==> config.mk <==
export PLATFORM = sky130hd
export DESIGN_NAME = reference_free_list_allocator_flat
export DESIGN_NICKNAME = d
export VERILOG_FILES = /design/src/rtl/core/rfla_pkg.sv /design/src/rtl/core/rfla_req_if.sv /design/src/rtl/core/rfla_rsp_if.sv /design/src/rtl/core/reference_free_list_allocator.sv /design/src/rtl/core/rfla_ctrl.sv /design/src/rtl/core/rfla_datapath.sv /design/src/flat_wrapper.sv
export SDC_FILE = /design/constraint.sdc
export NUM_CORES = 2
export LEC_CHECK = 0
export BUFFER_PORTS_ARGS = -buffer_cell sky130_fd_sc_hd__buf_4
export CAP_MARGIN = 20
export CELL_PAD_IN_SITES_DETAIL_PLACEMENT = 1
export CELL_PAD_IN_SITES_GLOBAL_PLACEMENT = 1
export CORE_UTILIZATION = 40
export CTS_CLUSTER_DIAMETER = 80
export DETAILED_ROUTE_END_ITERATION = 6
export PLACE_DENSITY = 0.71
export RECOVER_POWER = 100
export SLEW_MARGIN = 20
export SYNTH_ARGS = -nofsm -noshare
export SYNTH_HDL_FRONTEND = slang
export SYNTH_SLANG_ARGS = --single-unit
export TNS_END_PERCENT = 30
==> constraint.sdc <==
create_clock -name clk -period 8.1 [get_ports clk]
set_clock_uncertainty 0.15 [all_clocks]
set_input_delay 2.025 -clock clk [delete_from_list [all_inputs] [get_ports clk]]
set_output_delay 2.025 -clock clk [all_outputs]
set_load 0.05 [all_outputs]
==> src/rtl/core/rfla_pkg.sv <==
// shared types and constants for the reference free-list allocator
`timescale 1ns / 1ps
`default_nettype none

package rfla_pkg;

  localparam int CAPACITY    = 256;
  localparam int VALUE_WIDTH = 32;
  localparam int IN_VAL_W    = 32;
  localparam int REF_W       = 10;
  localparam int HANDLE_W    = $clog2(CAPACITY + 1);
  localparam int ADDR_W      = $clog2(CAPACITY);

  typedef enum logic {
    OP_ALLOC   = 1'b0,
    OP_RELEASE = 1'b1
  } op_t;

  typedef enum logic [1:0] {
    STAT_OK      = 2'd0,
    STAT_NIL     = 2'd1,
    STAT_FULL    = 2'd2,
    STAT_IGNORED = 2'd3
  } status_t;

  typedef enum logic {
    ST_IDLE = 1'b0,
    ST_EXEC = 1'b1
  } state_t;

  // controller to datapath
  typedef struct packed {
    logic accept;
    logic exec;
  } cmd_t;

  // datapath to controller
  typedef struct packed {
    logic out_free;
  } stat_t;

endpackage

`default_nettype wire

==> src/rtl/core/rfla_req_if.sv <==
// request channel of the allocator
`timescale 1ns / 1ps
`default_nettype none

interface rfla_req_if;
  logic                                valid;
  logic                                ready;
  logic                                operation;
  logic [rfla_pkg::IN_VAL_W-1:0]       value;
  logic                                value_is_nil;
  logic signed [rfla_pkg::REF_W-1:0]   release_ref;

  modport source (
    output valid, operation, value, value_is_nil, release_ref,
    input  ready
  );

  modport sink (
    input  valid, operation, value, value_is_nil, release_ref,
    output ready
  );
endinterface

`default_nettype wire

==> src/rtl/core/rfla_rsp_if.sv <==
// response channel of the allocator
`timescale 1ns / 1ps
`default_nettype none

interface rfla_rsp_if;
  logic                              valid;
  logic                              ready;
  logic signed [rfla_pkg::REF_W-1:0] ref_out;
  logic [1:0]                        status;

  modport source (
    output valid, ref_out, status,
    input  ready
  );

  modport sink (
    input  valid, ref_out, status,
    output ready
  );
endinterface

`default_nettype wire

==> src/rtl/core/reference_free_list_allocator.sv <==
// top level: reference handle allocator with a LIFO free list
// sequence: accept registers the request and reads the link memory at the free-list head;
// commit then updates the handle state and loads the result register
// a new request is taken only after the previous one has committed
// a result waiting at the output holds the commit, not the next accept
// reset: clears free-list head, high-water mark, fsm and output valid; memories are not cleared
`timescale 1ns / 1ps
`default_nettype none

module reference_free_list_allocator (
  input  logic       clk,
  input  logic       rst,
  rfla_req_if.sink   req,
  rfla_rsp_if.source rsp
);

  rfla_pkg::cmd_t  cmd;
  rfla_pkg::stat_t stat;
  logic            in_ready;

  assign req.ready = in_ready;

  rfla_ctrl u_ctrl (
    .clk      (clk),
    .rst      (rst),
    .in_valid (req.valid),
    .in_ready (in_ready),
    .stat     (stat),
    .cmd      (cmd)
  );

  rfla_datapath u_datapath (
    .clk          (clk),
    .rst          (rst),
    .cmd          (cmd),
    .stat         (stat),
    .operation    (req.operation),
    .value        (req.value),
    .value_is_nil (req.value_is_nil),
    .release_ref  (req.release_ref),
    .rsp          (rsp)
  );

endmodule

`default_nettype wire

==> src/rtl/core/rfla_ctrl.sv <==
// sequencing state machine of the allocator
`timescale 1ns / 1ps
`default_nettype none

module rfla_ctrl (
  input  logic            clk,
  input  logic            rst,
  input  logic            in_valid,
  output logic            in_ready,
  input  rfla_pkg::stat_t stat,
  output rfla_pkg::cmd_t  cmd
);

  rfla_pkg::state_t state;
  rfla_pkg::state_t state_next;

  always_ff @(posedge clk) begin
    if (rst) begin
      state <= rfla_pkg::ST_IDLE;
    end else begin
      state <= state_next;
    end
  end

  always_comb begin
    state_next = state;
    in_ready   = 1'b0;
    cmd        = '0;
    unique case (state)
      rfla_pkg::ST_IDLE: begin
        // no request is taken while reset is held
        in_ready = !rst;
        if (in_valid && !rst) begin
          cmd.accept = 1'b1;
          state_next = rfla_pkg::ST_EXEC;
        end
      end
      rfla_pkg::ST_EXEC: begin
        // commit only once the result register can take the result
        if (stat.out_free) begin
          cmd.exec   = 1'b1;
          state_next = rfla_pkg::ST_IDLE;
        end
      end
      default: begin
        state_next = rfla_pkg::ST_IDLE;
      end
    endcase
  end

  a_exec_in_exec: assert property (@(posedge clk) disable iff (rst)
    cmd.exec |-> (state == rfla_pkg::ST_EXEC) && stat.out_free)
    else $error("commit outside execute state");

  a_accept_to_exec: assert property (@(posedge clk) disable iff (rst)
    cmd.accept |=> (state == rfla_pkg::ST_EXEC))
    else $error("accepted request not executed");

  a_no_overlap: assert property (@(posedge clk) disable iff (rst)
    !(cmd.accept && cmd.exec))
    else $error("accept and commit in one cycle");

endmodule

`default_nettype wire

==> src/rtl/core/rfla_datapath.sv <==
// handle state, link and value memories, result register
`timescale 1ns / 1ps
`default_nettype none

module rfla_datapath (
  input  logic                              clk,
  input  logic                              rst,
  input  rfla_pkg::cmd_t                    cmd,
  output rfla_pkg::stat_t                   stat,
  input  logic                              operation,
  input  logic [rfla_pkg::IN_VAL_W-1:0]     value,
  input  logic                              value_is_nil,
  input  logic signed [rfla_pkg::REF_W-1:0] release_ref,
  rfla_rsp_if.source                        rsp
);

  localparam int HW = rfla_pkg::HANDLE_W;
  localparam int AW = rfla_pkg::ADDR_W;
  localparam int RW = rfla_pkg::REF_W;
  localparam int VW = rfla_pkg::VALUE_WIDTH;

  // control state
  logic [HW-1:0] head;
  logic [HW-1:0] head_next;
  logic [HW-1:0] hw;
  logic [HW-1:0] hw_next;
  logic          out_valid;

  // captured request
  logic                 op_q;
  logic [VW-1:0]        val_q;
  logic                 nil_q;
  logic signed [RW-1:0] rel_q;

  logic [HW-1:0] link_rdata;
  logic [HW-1:0] link_mem [rfla_pkg::CAPACITY];
  logic [VW-1:0] value_mem [rfla_pkg::CAPACITY];

  logic signed [RW-1:0] out_ref;
  rfla_pkg::status_t    out_status;

  logic [HW-1:0] head_dec;
  logic [AW-1:0] head_idx;

  logic signed [RW-1:0] res_ref;
  rfla_pkg::status_t    res_status;
  logic [HW-1:0]        handle;
  logic [HW-1:0]        handle_dec;
  logic [AW-1:0]        mem_idx;
  logic                 val_we;
  logic [VW-1:0]        val_wdata;
  logic                 link_we;
  logic [RW-1:0]        rel_u;
  logic                 rel_ok;

  assign head_dec   = head - HW'(1);
  assign head_idx   = head_dec[AW-1:0];
  assign handle_dec = handle - HW'(1);
  assign mem_idx    = handle_dec[AW-1:0];

  assign rel_u  = $unsigned(rel_q);
  assign rel_ok = !rel_q[RW-1] && (rel_u != '0) && (rel_u <= RW'(hw));

  always_comb begin
    res_ref    = '0;
    res_status = rfla_pkg::STAT_OK;
    head_next  = head;
    hw_next    = hw;
    handle     = head;
    val_we     = 1'b0;
    val_wdata  = val_q;
    link_we    = 1'b0;
    if (op_q == rfla_pkg::OP_ALLOC) begin
      priority if (nil_q) begin
        res_ref    = '1;
        res_status = rfla_pkg::STAT_NIL;
      end else if (head != '0) begin
        // reuse the most recently released handle
        handle    = head;
        head_next = link_rdata;
        val_we    = 1'b1;
        res_ref   = RW'(handle);
      end else if (hw != HW'(rfla_pkg::CAPACITY)) begin
        handle  = hw + HW'(1);
        hw_next = handle;
        val_we  = 1'b1;
        res_ref = RW'(handle);
      end else begin
        res_status = rfla_pkg::STAT_FULL;
      end
    end else begin
      if (rel_ok) begin
        handle    = rel_u[HW-1:0];
        head_next = handle;
        link_we   = 1'b1;
        val_we    = 1'b1;
        val_wdata = '0;
      end else begin
        res_status = rfla_pkg::STAT_IGNORED;
      end
    end
  end

  always_ff @(posedge clk) begin
    if (rst) begin
      head <= '0;
      hw   <= '0;
    end else if (cmd.exec) begin
      head <= head_next;
      hw   <= hw_next;
    end
  end

  always_ff @(posedge clk) begin
    if (cmd.accept) begin
      op_q  <= operation;
      val_q <= value[VW-1:0];
      nil_q <= value_is_nil;
      rel_q <= release_ref;
    end
  end

  // link read at the free-list head is issued on accept, used on commit
  always_ff @(posedge clk) begin
    if (cmd.accept) begin
      link_rdata <= link_mem[head_idx];
    end
    if (cmd.exec && link_we) begin
      link_mem[mem_idx] <= head;
    end
  end

  always_ff @(posedge clk) begin
    if (cmd.exec && val_we) begin
      value_mem[mem_idx] <= val_wdata;
    end
  end

  always_ff @(posedge clk) begin
    if (rst) begin
      out_valid <= 1'b0;
    end else if (cmd.exec) begin
      out_valid <= 1'b1;
    end else if (rsp.ready) begin
      out_valid <= 1'b0;
    end
  end

  always_ff @(posedge clk) begin
    if (cmd.exec) begin
      out_ref    <= res_ref;
      out_status <= res_status;
    end
  end

  assign stat.out_free = !out_valid || rsp.ready;
  assign rsp.valid     = out_valid;
  assign rsp.ref_out   = out_ref;
  assign rsp.status    = out_status;

  a_head_range: assert property (@(posedge clk) disable iff (rst)
    head <= hw)
    else $error("free-list head beyond high-water mark");

  a_hw_range: assert property (@(posedge clk) disable iff (rst)
    hw <= HW'(rfla_pkg::CAPACITY))
    else $error("high-water mark beyond capacity");

  a_hw_monotonic: assert property (@(posedge clk) disable iff (rst)
    cmd.exec |=> (hw == $past(hw)) || (hw == $past(hw) + HW'(1)))
    else $error("high-water mark moved by more than one");

  a_no_overwrite: assert property (@(posedge clk) disable iff (rst)
    out_valid && !rsp.ready |=> out_valid && $stable(out_ref))
    else $error("pending result overwritten");

endmodule

`default_nettype wire

==> src/flat_wrapper.sv <==
// flat-port wrapper written by rule: the top's interface ports become plain ports
module reference_free_list_allocator_flat 
  (clk, rst, req_valid, req_operation, req_value, req_value_is_nil, req_release_ref, req_ready, rsp_valid, rsp_ref_out, rsp_status, rsp_ready);
  rfla_req_if req_i ();
  rfla_rsp_if rsp_i ();
  input  logic clk;
  input  logic rst;
  input wire logic [$bits(req_i.valid)-1:0] req_valid;
  input wire logic [$bits(req_i.operation)-1:0] req_operation;
  input wire logic [$bits(req_i.value)-1:0] req_value;
  input wire logic [$bits(req_i.value_is_nil)-1:0] req_value_is_nil;
  input wire logic [$bits(req_i.release_ref)-1:0] req_release_ref;
  output wire logic [$bits(req_i.ready)-1:0] req_ready;
  output wire logic [$bits(rsp_i.valid)-1:0] rsp_valid;
  output wire logic [$bits(rsp_i.ref_out)-1:0] rsp_ref_out;
  output wire logic [$bits(rsp_i.status)-1:0] rsp_status;
  input wire logic [$bits(rsp_i.ready)-1:0] rsp_ready;
  assign req_i.valid = req_valid;
  assign req_i.operation = req_operation;
  assign req_i.value = req_value;
  assign req_i.value_is_nil = req_value_is_nil;
  assign req_i.release_ref = req_release_ref;
  assign req_ready = req_i.ready;
  assign rsp_valid = rsp_i.valid;
  assign rsp_ref_out = rsp_i.ref_out;
  assign rsp_status = rsp_i.status;
  assign rsp_i.ready = rsp_ready;
  reference_free_list_allocator u_core (.clk(clk), .rst(rst), .req(req_i), .rsp(rsp_i));
endmodule
==> flow_summary.toml <==
[status]
status = "finished with violations"
failed_checks = "capacitance limit, slew limit"

[cells_and_area]
nFillCells = 20400
drive_gt1_share_pct = 25.6
final_nets = 4238
utilization_pct = 45.2
area_growth_syn_to_layout_pct = 12.1

[logic_synthesis]
syn-num-nets = 4079
yosys.area.top_type = "edfxtp_1"
synth_warnings = 0
mappedNetlistArea_um2 = 91600
ys_seq_elements = 2357
synth_cell_types = 62
synth_edf_count = 2337
syn_inst = 4018
synth.avg_cell_area_um2 = 22.8
synth_top_area_share_pct = 76.6
synth_area_leaders = "edfxtp_1, mux4_2, nor2_1"
ys_seq_area_share_pct = 77.0
synthArstFlopShare_pct = 0
synthFlopType = "edfxtp_1"

[clock_tree]
cts_root_buffer = "clkbuf_16"
cts.sinks = 2357
cts_tree = "done"
cts.htree.levels = 4
clkTransAtPathRegs_ps = 60
cts_buffer_depth = 3
cts_setup_buffers = 0
cts.repair.resized = 0
hold_buffers = 0
cts_buffers = 226
clk_latency_ps = 860

[power]
ir_worst_vdd_uv = 189
total_leakage_power_nw = 31.9
power_mw = 25.5
power.density_nw_per_um2 = 249

[sta]
worst_slew_pin_slew_ps = 5190
fin_crit_ps = 7070
finalMaxSlewViolations = 1147
fmax_ghz = 0.141
hold_viol = 0
final.setup.tns_ps = 0
rsz0062_at_grt = "no"
finalSetupViolCount = 0
finalCritPeriodShare_pct = 87.3
slew-limit-headroom_pct = -246

[critical_path]
cp_num_cells = 8
r2r-start = "u_core.u_datapath.head[5]"
cp_slowest_stage_delay_ps = 1150
rr_endpoint = "u_core.u_datapath.link_mem[34][4]"
path_cells = "or4_1 > a211oi_1 > nand2_1 > nor3_1 > nor2_1 > nor4_4 > nand2_1 > nor2_1"
worstPathRequired_ps = 8420
crit_fanout = 50
r2r_slack_ps = 1030
start_kind = "flop"
cp.arrival_ps = 7390
crit_type = "reg2reg"
path_delay_family = "simple AND/OR/NAND/NOR gates"
end_kind = "flop"
reg2reg_depth = 8
slowest_stage = "dfxtp_1"
crit_buf_inv = 0

[die]
chipWidth_um = 481
die-area_um2 = 231000
rows = 175
core-area_um2 = 227000
die-height_um = 481
io_pins = 62
initial_core_util_pct = 40.3

[global_route]
grt_pass1_vias = 44700
track_usage_pct = 19.8
antenna_found_initial = 8
grt_remaining_overflow = 0
grt_pass1_wl_um = 329000
grt_max_degree = 120

[worst_hold_path]
hp-start = "u_core.u_ctrl.state"
hold_path_end = "u_core.u_datapath.rsp.valid"
min_path_type = "reg2reg"
hold_path_depth = 2

[route]
finalWirelength_um = 230000
drc = 0
drtIter0Drc = 5013
drtAntennaViolNets = 0
wl_per_cell_um = 31.2
drt_pass1_iterations = 7
vias = 43100
routed_via_density = 5.84

[placement]
gp_congestion = 0.847
io_buffers = 29
hpwl_um = 140000

[job]
drv_cap = 23
logic make-up after synthesis:
family	after synthesis	share of synthesized area [%]
muxes	733	17.8
DFF	2357	77.0
buffers and inverters	240	1.08
xor gates and xnor gates	24	0.229
and+or+nand+nor	499	2.34
adders and majority gates	13	0.177
AOI/OAI and AO/OA	152	1.33
per-stage QoR:
step           hold slack, ps  setup slack, ps  area, um2  instances
2_1_floorplan             350              363      91600       4018
3_3_place_gp              394             2010      96000       6951
3_5_place_dp              376             1940      96100       6953
4_1_cts                   395             1920     103000       7367
5_1_grt                   422              864     103000       7373
6_report                  395             1030     103000       7373
worst reg2reg max path: stages (launching register included):
cell,delay [ps]
dfxtp_1,1150
or4_1,910
a211oi_1,980
nand2_1,310
nor3_1,440
nor2_1,320
nor4_4,1080
nand2_1,500
nor2_1,860
area by class of cell:
type	count	area (um2)	area share, %
sequential	2357	70600	68.7
multi-input combinational	1421	20300	19.7
clock buffer	298	6020	5.86
tap	3009	3760	3.66
clock inverter	116	1040	1.02
timing repair buffer	155	1010	0.988
inverter	16	60.1	0.0584
antenna	1	2.50	0.00244
worst max path at each step:
stage / from / endpoint / slack (ps)
after floorplan: u_core.u_datapath.head[0] / u_core.u_datapath.link_rdata[7] / 360
after global placement: rsp_ready / u_core.u_datapath.link_mem[17][0] / 2010
after detailed placement: u_core.u_datapath.head[6] / u_core.u_datapath.link_mem[18][0] / 1940
after CTS: u_core.u_datapath.head[6] / u_core.u_datapath.link_mem[25][6] / 1920
after global routing: u_core.u_datapath.head[5] / u_core.u_datapath.link_mem[51][7] / 860
final: u_core.u_datapath.head[5] / u_core.u_datapath.link_mem[34][4] / 1030
layout by cell type, fill, tap and decap left out, drive strengths merged, types with 7 or more instances in the layout:
cell type / count
a221oi: 19
a22o: 18
clkinv: 96
inv: 20
nor2: 274
o21ai: 7
o221ai: 13
dfxtp: 20
o22ai: 9
xnor2: 21
nand3: 8
ha: 13
a22oi: 45
bufinv: 14
o22a: 7
buf: 60
nor4: 22
mux2i: 11
clkbuf: 393
a21oi: 7
mux4: 720
nand2: 106
edfxtp: 2337
nor3: 57
Yosys cell counts (all sizes together), types with 3 or more instances:
| library cell | n |
|---|---|
| edfxtp | 2337 |
| mux4 | 720 |
| nor2 | 274 |
| clkbuf | 135 |
| nand2 | 106 |
| buf | 89 |
| nor3 | 57 |
| a22oi | 45 |
| nor4 | 22 |
| xnor2 | 21 |
| dfxtp | 20 |
| a221oi | 19 |
| a22o | 18 |
| inv | 16 |
| ha | 13 |
| o221ai | 13 |
| mux2i | 11 |
| o22ai | 9 |
| nand3 | 8 |
| a21oi | 7 |
| o21ai | 7 |
| o22a | 7 |
| a211oi | 6 |
| nand2b | 6 |
| o221a | 4 |
| o31a | 4 |
| and3 | 3 |
| nor2b | 3 |
| nor4b | 3 |
| or4 | 3 |
| xor2 | 3 |
layer usage:
layer  vias up  track usage (%)  share of wire, %  routed length [um]
met5         -                0             0.053                 121
met4        18             7.28               3.8                8730
met3       373             3.85               7.5               17300
met2      1882             31.9                49              112000
met1     23400             26.9                40               91900
li1      17400                -                 -                   -
registers in the layout, summed over array words and instances (netlist names):
name	count
u_core.u_datapath.link_mem	2304
u_core.u_datapath.rel_q	10
u_core.u_datapath.rsp.ref_out	10
u_core.u_datapath.head	9
u_core.u_datapath.hw	9
u_core.u_datapath.link_rdata	9
u_core.u_datapath.rsp.status	2
u_core.u_ctrl.state	1
u_core.u_datapath.nil_q	1
u_core.u_datapath.op_q	1
u_core.u_datapath.rsp.valid	1
where the power goes:
part,switching [mW],leakage (nW),internal (mW)
clock,4.50,3.42,5.66
combinational,1.21,5.40,0.708
sequential,0.0614,23.1,13.4
total,5.77,31.9,19.8
(Power assumes the default switching activity.)
